**config.mk**
```make
export PLATFORM = sky130hd
export DESIGN_NAME = tilt_complementary_filter
export DESIGN_NICKNAME = d
export VERILOG_FILES = /design/src/tcf_pkg.sv /design/src/tcf_front.sv /design/src/tcf_fifo.sv /design/src/tcf_back.sv /design/src/tilt_complementary_filter.sv
export SDC_FILE = /design/constraint.sdc
export NUM_CORES = 2
export LEC_CHECK = 0
export ABC_AREA = 1
export BUFFER_PORTS_ARGS = -buffer_cell sky130_fd_sc_hd__buf_2
export CAP_MARGIN = 20
export CORE_UTILIZATION = 40
export CTS_BUF_LIST = sky130_fd_sc_hd__clkbuf_4 sky130_fd_sc_hd__clkbuf_8 sky130_fd_sc_hd__clkbuf_16
export CTS_CLUSTER_SIZE = 24
export DETAILED_ROUTE_END_ITERATION = 16
export HOLD_SLACK_MARGIN = 0.08
export PLACE_DENSITY = 0.52
export SYNTH_ARGS = -nofsm -noshare
export SYNTH_HDL_FRONTEND = slang
export SYNTH_HIERARCHICAL = 1
export SYNTH_SLANG_ARGS = --single-unit
```
**constraint.sdc**
```tcl
create_clock -name clk -period 9.9 [get_ports clk]
set_clock_uncertainty 0.15 [all_clocks]
set_input_delay 2.97 -clock clk [delete_from_list [all_inputs] [get_ports clk]]
set_output_delay 2.97 -clock clk [all_outputs]
set_load 0.05 [all_outputs]
```
**src/tcf_pkg.sv**
```systemverilog
// ----------------------------------------------------------------------------
// tcf_pkg
// Shared types, constants and the CORDIC arctangent table for the tilt filter.
// ----------------------------------------------------------------------------
package tcf_pkg;

  localparam int ANGLE_FRAC_BITS = 8;
  localparam int CORDIC_ITERATIONS_DEF = 16;
  localparam int CORDIC_MAX_ITER = 24;

  localparam int SAMPLE_W = 16;
  localparam int CORR_W = 17;
  localparam int ANGLE_W = 17;
  localparam int ACC_W = 15;
  localparam int CFG_DATA_W = 16;
  localparam int CFG_IDX_W = 3;

  localparam int LIM180 = 180 << ANGLE_FRAC_BITS;
  localparam int LIM90 = 90 << ANGLE_FRAC_BITS;
  localparam int ANGLE_RESET = 38 << ANGLE_FRAC_BITS;

  // register indexes
  localparam logic [CFG_IDX_W-1:0] REG_GYRO_OFFSET = 3'd0;
  localparam logic [CFG_IDX_W-1:0] REG_ACCEL_Y_OFFSET = 3'd1;
  localparam logic [CFG_IDX_W-1:0] REG_ACCEL_Z_OFFSET = 3'd2;
  localparam logic [CFG_IDX_W-1:0] REG_GYRO_GAIN = 3'd3;
  localparam logic [CFG_IDX_W-1:0] REG_ACCEL_WEIGHT = 3'd4;
  localparam logic [CFG_IDX_W-1:0] REG_ACCEL_Y_LIMIT = 3'd5;
  localparam logic [CFG_IDX_W-1:0] REG_ACCEL_Z_LIMIT = 3'd6;

  typedef struct packed {
    logic signed [10:0] gyro_offset;
    logic signed [12:0] accel_y_offset;
    logic signed [12:0] accel_z_offset;
    logic [15:0]        gyro_gain;
    logic [15:0]        accel_weight;
    logic signed [12:0] accel_y_limit;
    logic signed [12:0] accel_z_limit;
  } cfg_t;

  // corrected sample; ay/az are the magnitudes of the clamped (negative) axes
  typedef struct packed {
    logic signed [CORR_W-1:0] g;
    logic [CORR_W-1:0]        ay;
    logic [CORR_W-1:0]        az;
  } item_t;

  typedef struct packed {
    logic  push;
    logic  full;
  } q_ctl_t;

  // atan(2^-i) in 1/65536 degree
  function automatic logic [21:0] atan_lut(input logic [4:0] i);
    logic [21:0] v;
    unique case (i)
      5'd0:  v = 22'd2949120;
      5'd1:  v = 22'd1740967;
      5'd2:  v = 22'd919879;
      5'd3:  v = 22'd466945;
      5'd4:  v = 22'd234379;
      5'd5:  v = 22'd117304;
      5'd6:  v = 22'd58666;
      5'd7:  v = 22'd29335;
      5'd8:  v = 22'd14668;
      5'd9:  v = 22'd7334;
      5'd10: v = 22'd3667;
      5'd11: v = 22'd1833;
      5'd12: v = 22'd917;
      5'd13: v = 22'd458;
      5'd14: v = 22'd229;
      5'd15: v = 22'd115;
      5'd16: v = 22'd57;
      5'd17: v = 22'd29;
      5'd18: v = 22'd14;
      5'd19: v = 22'd7;
      5'd20: v = 22'd4;
      5'd21: v = 22'd2;
      5'd22: v = 22'd1;
      default: v = 22'd0;
    endcase
    return v;
  endfunction

endpackage

```
**src/tcf_front.sv**
```systemverilog
// ----------------------------------------------------------------------------
// tcf_front
// Input side: applies offsets, clamps the accel axes and queues the sample.
// ----------------------------------------------------------------------------
module tcf_front import tcf_pkg::*; (
  input  logic        s_tvalid,
  output logic        s_tready,
  input  logic [47:0] s_tdata,
  input  cfg_t        cfg,
  input  logic        q_full,
  output q_ctl_t      q_ctl,
  output item_t       q_item
);

  logic signed [CORR_W-1:0] g, ay, az, ylim, zlim, ayc, azc;

  always_comb begin
    g  = CORR_W'($signed(s_tdata[15:0])) + CORR_W'(cfg.gyro_offset);
    ay = CORR_W'($signed(s_tdata[31:16])) + CORR_W'(cfg.accel_y_offset);
    az = CORR_W'($signed(s_tdata[47:32])) + CORR_W'(cfg.accel_z_offset);
    // a non-negative limit acts as -1
    ylim = cfg.accel_y_limit[12] ? CORR_W'(cfg.accel_y_limit) : -17'sd1;
    zlim = cfg.accel_z_limit[12] ? CORR_W'(cfg.accel_z_limit) : -17'sd1;
    ayc = (ay > ylim) ? ylim : ay;
    azc = (az > zlim) ? zlim : az;
    q_item.g  = g;
    q_item.ay = $unsigned(-ayc);
    q_item.az = $unsigned(-azc);
  end

  assign s_tready   = !q_full;
  assign q_ctl.push = s_tvalid && !q_full;
  assign q_ctl.full = q_full;

endmodule

```
**src/tcf_fifo.sv**
```systemverilog
// ----------------------------------------------------------------------------
// tcf_fifo
// Two-entry queue between the front and the back.
// ----------------------------------------------------------------------------
module tcf_fifo import tcf_pkg::*; (
  input  logic   clk,
  input  logic   rst,
  input  q_ctl_t q_ctl,
  input  item_t  wr_item,
  input  logic   pop,
  output logic   full,
  output logic   empty,
  output item_t  rd_item
);

  item_t      mem [2];
  logic       wr_ptr, rd_ptr;
  logic [1:0] count;

  assign full    = (count == 2'd2);
  assign empty   = (count == 2'd0);
  assign rd_item = mem[rd_ptr];

  always_ff @(posedge clk) begin
    if (q_ctl.push) begin
      mem[wr_ptr] <= wr_item;
    end
    if (rst) begin
      wr_ptr <= 1'b0;
      rd_ptr <= 1'b0;
      count  <= 2'd0;
    end else begin
      if (q_ctl.push) wr_ptr <= !wr_ptr;
      if (pop) rd_ptr <= !rd_ptr;
      count <= count + 2'(q_ctl.push) - 2'(pop);
    end
  end

endmodule

```
**src/tcf_back.sv**
```systemverilog
// ----------------------------------------------------------------------------
// tcf_back
// Execution side: gyro prediction, CORDIC atan, blend and output register.
// ----------------------------------------------------------------------------
module tcf_back import tcf_pkg::*; #(
  parameter int CORDIC_ITERATIONS = CORDIC_ITERATIONS_DEF
) (
  input  logic        clk,
  input  logic        rst,
  input  cfg_t        cfg,
  input  logic        q_empty,
  input  item_t       q_item,
  output logic        pop,
  output logic        m_tvalid,
  input  logic        m_tready,
  output logic [55:0] m_tdata
);

  localparam int NIT = (CORDIC_ITERATIONS > CORDIC_MAX_ITER) ?
                       CORDIC_MAX_ITER : CORDIC_ITERATIONS;
  localparam int CW = $clog2(NIT);
  localparam int GSH = 24 - ANGLE_FRAC_BITS;
  localparam int ASH = 16 - ANGLE_FRAC_BITS;
  localparam int XW = 44;

  typedef enum logic [2:0] {
    S_IDLE, S_GYRO, S_CORDIC, S_ACC, S_MUL, S_SUM
  } state_t;

  state_t state;
  logic [CW-1:0] cnt;

  logic signed [ANGLE_W-1:0] angle, pred, tilt, pred_o;
  logic [ACC_W-1:0]          acc, acc_o;
  logic signed [33:0]        gprod;
  logic signed [XW-1:0]      cx, cy;
  logic signed [25:0]        cz;
  logic signed [34:0]        bprod1;
  logic [30:0]               bprod2;

  // combinational helpers
  logic signed [XW-1:0] dx, dy;
  logic [25:0]          zat;
  logic [33:0]          gmag;
  logic [18:0]          grnd;
  logic signed [19:0]   pred_raw;
  logic [25:0]          zmag;
  logic [18:0]          zrnd;
  logic signed [19:0]   acc_raw;
  logic signed [36:0]   bsum;
  logic [36:0]          bmag;
  logic [21:0]          brnd;
  logic signed [22:0]   blend;
  logic [16:0]          wcomp;

  always_comb begin
    dx  = cy >>> cnt;
    dy  = cx >>> cnt;
    zat = 26'(atan_lut(5'(cnt)));

    gmag     = gprod[33] ? 34'($unsigned(-gprod)) : 34'($unsigned(gprod));
    grnd     = 19'((gmag + 34'(1 << (GSH - 1))) >> GSH);
    // delta is the negated product, rounded half away from zero
    pred_raw = 20'(angle) + (gprod[33] ? $signed({1'b0, grnd}) : -$signed({1'b0, grnd}));

    zmag    = cz[25] ? 26'($unsigned(-cz)) : 26'($unsigned(cz));
    zrnd    = 19'((zmag + 26'(1 << (ASH - 1))) >> ASH);
    acc_raw = cz[25] ? -$signed({1'b0, zrnd}) : $signed({1'b0, zrnd});

    wcomp = 17'd65536 - {1'b0, cfg.accel_weight};
    bsum  = 37'(bprod1) + $signed({6'd0, bprod2});
    bmag  = bsum[36] ? 37'($unsigned(-bsum)) : 37'($unsigned(bsum));
    brnd  = 22'((bmag + 37'(1 << 15)) >> 16);
    blend = bsum[36] ? -$signed({1'b0, brnd}) : $signed({1'b0, brnd});
  end

  assign pop = (state == S_IDLE) && !q_empty;
  assign m_tdata = {7'd0, acc_o, $unsigned(pred_o), $unsigned(tilt)};

  always_ff @(posedge clk) begin
    if (rst) begin
      state    <= S_IDLE;
      cnt      <= '0;
      angle    <= ANGLE_W'(ANGLE_RESET);
      m_tvalid <= 1'b0;
    end else begin
      if (m_tvalid && m_tready && (state != S_SUM)) m_tvalid <= 1'b0;
      unique case (state)
        S_IDLE: begin
          if (!q_empty) begin
            gprod <= q_item.g * $signed({1'b0, cfg.gyro_gain});
            cx    <= $signed({3'd0, q_item.ay, 24'd0});
            cy    <= $signed({3'd0, q_item.az, 24'd0});
            cz    <= '0;
            cnt   <= '0;
            state <= S_GYRO;
          end
        end
        S_GYRO: begin
          if (pred_raw > 20'sd46080) pred <= ANGLE_W'(LIM180);
          else if (pred_raw < -20'sd46080) pred <= -ANGLE_W'(LIM180);
          else pred <= 17'(pred_raw);
          state <= S_CORDIC;
        end
        S_CORDIC: begin
          if (!cy[XW-1]) begin
            cx <= cx + dx;
            cy <= cy - dy;
            cz <= cz + $signed(zat);
          end else begin
            cx <= cx - dx;
            cy <= cy + dy;
            cz <= cz - $signed(zat);
          end
          cnt <= cnt + 1'b1;
          if (cnt == CW'(NIT - 1)) state <= S_ACC;
        end
        S_ACC: begin
          if (acc_raw < 20'sd0) acc <= '0;
          else if (acc_raw > 20'sd23040) acc <= ACC_W'(LIM90);
          else acc <= 15'(acc_raw);
          state <= S_MUL;
        end
        S_MUL: begin
          bprod1 <= $signed({1'b0, wcomp}) * pred;
          bprod2 <= cfg.accel_weight * acc;
          state  <= S_SUM;
        end
        S_SUM: begin
          if (!m_tvalid || m_tready) begin
            if (blend > 23'sd46080) begin
              tilt <= ANGLE_W'(LIM180); angle <= ANGLE_W'(LIM180);
            end else if (blend < -23'sd46080) begin
              tilt <= -ANGLE_W'(LIM180); angle <= -ANGLE_W'(LIM180);
            end else begin
              tilt <= 17'(blend); angle <= 17'(blend);
            end
            // result fields held here while the next sample is worked on
            pred_o   <= pred;
            acc_o    <= acc;
            m_tvalid <= 1'b1;
            state    <= S_IDLE;
          end
        end
        default: state <= S_IDLE;
      endcase
    end
  end

endmodule

```
**src/tilt_complementary_filter.sv**
```systemverilog
// ----------------------------------------------------------------------------
// tilt_complementary_filter
// Complementary filter fusing gyro rate and accel atan into a tilt angle.
//
//   channel  dir  fields (lsb first)
//   s_*      in   gyro_rate[15:0] accel_y[31:16] accel_z[47:32]
//   m_*      out  tilt_angle[16:0] gyro_angle[33:17] accel_angle[48:34]
//   cfg_*    in   index 0..6, data 16b, write-only
//
// The back end steps each sample through the gyro, iterative CORDIC, clamp,
// multiply and sum states, popping no new one until done. A two-entry queue
// lets the input take samples while the back end is busy or the output stalls.
// Reset is synchronous; the stored angle comes back as 38 degrees.
// ----------------------------------------------------------------------------
module tilt_complementary_filter import tcf_pkg::*; #(
  parameter int CORDIC_ITERATIONS = CORDIC_ITERATIONS_DEF
) (
  input  logic                  clk,
  input  logic                  rst,
  input  logic                  s_tvalid,
  output logic                  s_tready,
  input  logic [47:0]           s_tdata,   // gyro_rate, accel_y, accel_z
  output logic                  m_tvalid,
  input  logic                  m_tready,
  output logic [55:0]           m_tdata,   // tilt_angle, gyro_angle, accel_angle
  input  logic                  cfg_we,
  input  logic [CFG_IDX_W-1:0]  cfg_index,
  input  logic [CFG_DATA_W-1:0] cfg_wdata
);

  cfg_t   cfg;
  q_ctl_t q_ctl;
  item_t  wr_item, rd_item;
  logic   q_full, q_empty, pop;

  always_ff @(posedge clk) begin
    if (rst) begin
      cfg.gyro_offset    <= 11'sd34;
      cfg.accel_y_offset <= 13'sd37;
      cfg.accel_z_offset <= 13'sd268;
      cfg.gyro_gain      <= 16'd10230;
      cfg.accel_weight   <= 16'd2949;
      cfg.accel_y_limit  <= -13'sd700;
      cfg.accel_z_limit  <= -13'sd300;
    end else if (cfg_we) begin
      unique case (cfg_index)
        REG_GYRO_OFFSET:    cfg.gyro_offset    <= cfg_wdata[10:0];
        REG_ACCEL_Y_OFFSET: cfg.accel_y_offset <= cfg_wdata[12:0];
        REG_ACCEL_Z_OFFSET: cfg.accel_z_offset <= cfg_wdata[12:0];
        REG_GYRO_GAIN:      cfg.gyro_gain      <= cfg_wdata;
        REG_ACCEL_WEIGHT:   cfg.accel_weight   <= cfg_wdata;
        REG_ACCEL_Y_LIMIT:  cfg.accel_y_limit  <= cfg_wdata[12:0];
        REG_ACCEL_Z_LIMIT:  cfg.accel_z_limit  <= cfg_wdata[12:0];
        default: ;
      endcase
    end
  end

  tcf_front u_front (
    .s_tvalid (s_tvalid),
    .s_tready (s_tready),
    .s_tdata  (s_tdata),
    .cfg      (cfg),
    .q_full   (q_full),
    .q_ctl    (q_ctl),
    .q_item   (wr_item)
  );

  tcf_fifo u_fifo (
    .clk     (clk),
    .rst     (rst),
    .q_ctl   (q_ctl),
    .wr_item (wr_item),
    .pop     (pop),
    .full    (q_full),
    .empty   (q_empty),
    .rd_item (rd_item)
  );

  tcf_back #(.CORDIC_ITERATIONS(CORDIC_ITERATIONS)) u_back (
    .clk      (clk),
    .rst      (rst),
    .cfg      (cfg),
    .q_empty  (q_empty),
    .q_item   (rd_item),
    .pop      (pop),
    .m_tvalid (m_tvalid),
    .m_tready (m_tready),
    .m_tdata  (m_tdata)
  );

  a_no_pop_empty: assert property (@(posedge clk) disable iff (rst)
    pop |-> !q_empty) else $error("pop from empty queue");

  a_ready_full: assert property (@(posedge clk) disable iff (rst)
    q_full |-> !s_tready) else $error("ready while queue full");

  a_acc_range: assert property (@(posedge clk) disable iff (rst)
    m_tvalid |-> (m_tdata[48:34] <= 15'd23040)) else $error("accel angle out of range");

endmodule
```
==> metrics.cfg <==
[worst_setup_path]
cp-end-kind=register
critical_path.slowest_cell=fa_1
arrival_ns=8.98
required_ns=10.18
slowest_delay_ns=0.53
critPathLaunchType=register
worstSetupPathType=register to register
cpMostUsedCell=nand2_1
path_max_fanout=18

[clocking]
ctsHoldBuffers=0
post_cts.resized_instances=0
cts_buffers=74
clk_latency_ns=0.71
clk_root_buffer_cell=clkbuf_16
cts_tree=yes
path_clk_slew_ns=0.07
cts.sinks=544
htree_levels=3
cts_max_path_buffers=3
post_cts.repair.setup_buffers=0

[min_path]
worstHoldPathType=register to register

[floorplanning]
initial_core_util_pct=40.3
die_h_microns=426
dieArea_sq_um=181000
fp.dieW_microns=426
row_count=155
io-pin-count=130
core_area_sq_um=178000

[layout]
drive_gt1_share_pct=7.03
fin_nets=10800
areaGrowthSynthToFinish_pct=7.51
fillers=18300

[timing]
whs_ns=0.310
post-route-min-period_ns=8.70
setup_viol=0
max_freq_mhz=115
post-route-period-util_pct=87.8
slew-limit-headroom_pct=25.1
hold_viol_final=0
rsz0062_at_grt=false
finalMaxSlewViolations=0
tns_ns=0
worstMarginPinSlew_ns=1.12

[run]
drv_cap=0

[global_route]
grt_pass1_vias=60600
grt_pass1_wl_microns=349000
grt_max_degree=93
grt-ovfl-total=0
antenna_found_initial=27
grt_usage_pct=24.9

[placement]
dp_hpwl_microns=181000
gp_congestion=0.937
portBuffers=122

[synth]
syn_area_per_cell_sq_um=7.55
netlist_area_sq_um=71800
ys.warnings.count=6
syn-instance-count=9515

[detailed_routing]
drt_iter0_drc=4234
top_layer=met5
wl_met2_microns=104000
wl_per_cell_microns=18.9
route.met3.wl_microns=12500
vias=60100
met1_length_microns=101000
via_per_inst=5.06
drc_errors=0
ant_nets=0
wl_microns=224000
first_pass_iters=5

[status]
status=finished clean

[path summary, 6_finish.rpt]
check	from	to	slack, ns	depth (start not counted)
hold reg to reg	cfg[25]	cfg[25]	0.31	2
hold / removal	cfg[25]	cfg[25]	0.31	2
setup / recovery	cfg[27]	u_back/bprod1[34]	1.20	43
setup reg to reg	cfg[27]	u_back/bprod1[34]	1.20	43
[cells in the final DEF, fill, tap and decap left out, drive strengths merged, types with 7 or more instances in the layout]
master / instances
a31oi: 15
nor2: 786
nand4: 83
buf: 210
xnor2: 138
xor2: 259
mux2: 51
o21bai: 22
edfxtp: 397
and2: 8
conb: 7
nor3: 69
or2: 32
nand2: 2510
o21ai: 460
ha: 566
clkinv: 24
a21o: 12
bufinv: 8
nor3b: 10
o31ai: 12
a211oi: 8
fa: 691
clkbuf: 102
o211ai: 21
o21a: 38
a21boi: 8
nand3: 414
mux2i: 77
nor4: 14
nand3b: 35
dfxtp: 147
inv: 1812
a21oi: 442
[registers in the layout, summed over array words and instances, names as in the netlist, 17 cells and up, named ones only]
register and count:
cfg 95, u_back/angle 17, u_back/bprod1 35, u_back/bprod2 31, u_back/cx 44, u_back/cy 44, u_back/cz 26, u_back/gprod 34
u_back/pred 17, u_back/pred_o 17, u_back/tilt 17, u_back/zat 22, u_fifo/mem 102
[per-layer routing]
| layer | vias up | GRT usage [%] |
|---|---|---|
| met3 | 288 | 3.75 |
| met5 | - | 0 |
| met2 | 1468 | 41.7 |
| met1 | 28800 | 33.0 |
| met4 | 22 | 7.62 |
| li1 | 29600 | - |
[per-stage QoR]
stage	instance area, sq um	utilization [%]	std cells	setup slack, ns
2_1_floorplan	71800	-	9521	1.05
3_3_place_gp	74600	41.8	11700	1.24
3_5_place_dp	74600	41.8	11700	1.25
4_1_cts	77200	43.3	11900	1.22
5_1_grt	77200	43.3	11900	0.411
6_report	77200	43.3	11900	1.20
[area by class of cell]
type / count / area, sq um / share of cell area [%]
diodes: 5 / 12.5 / 0.0162
well taps: 2355 / 2950 / 3.82
clock inverters: 34 / 470 / 0.609
flip-flops and latches: 544 / 14900 / 19.3
inverters: 1815 / 6820 / 8.83
multi-input cells: 6825 / 48700 / 63.0
clock buffers: 102 / 2160 / 2.80
repair buffers: 210 / 1270 / 1.65
[worst max-delay path, delay by kind of cell (launching register included)]
| kind | cells | cell delay, ns |
|---|---|---|
| AOI/OAI and AO/OA | 3 | 0.72 |
| and+or+nand+nor | 23 | 2.85 |
| adders and majority gates | 7 | 3.36 |
| DFF | 1 | 0.30 |
| buffers and inverters | 9 | 0.89 |
| xor gates and xnor gates | 1 | 0.11 |
Power is not shown: default switching activity piles up to over one toggle a cycle in this logic, so the estimate is an artifact.
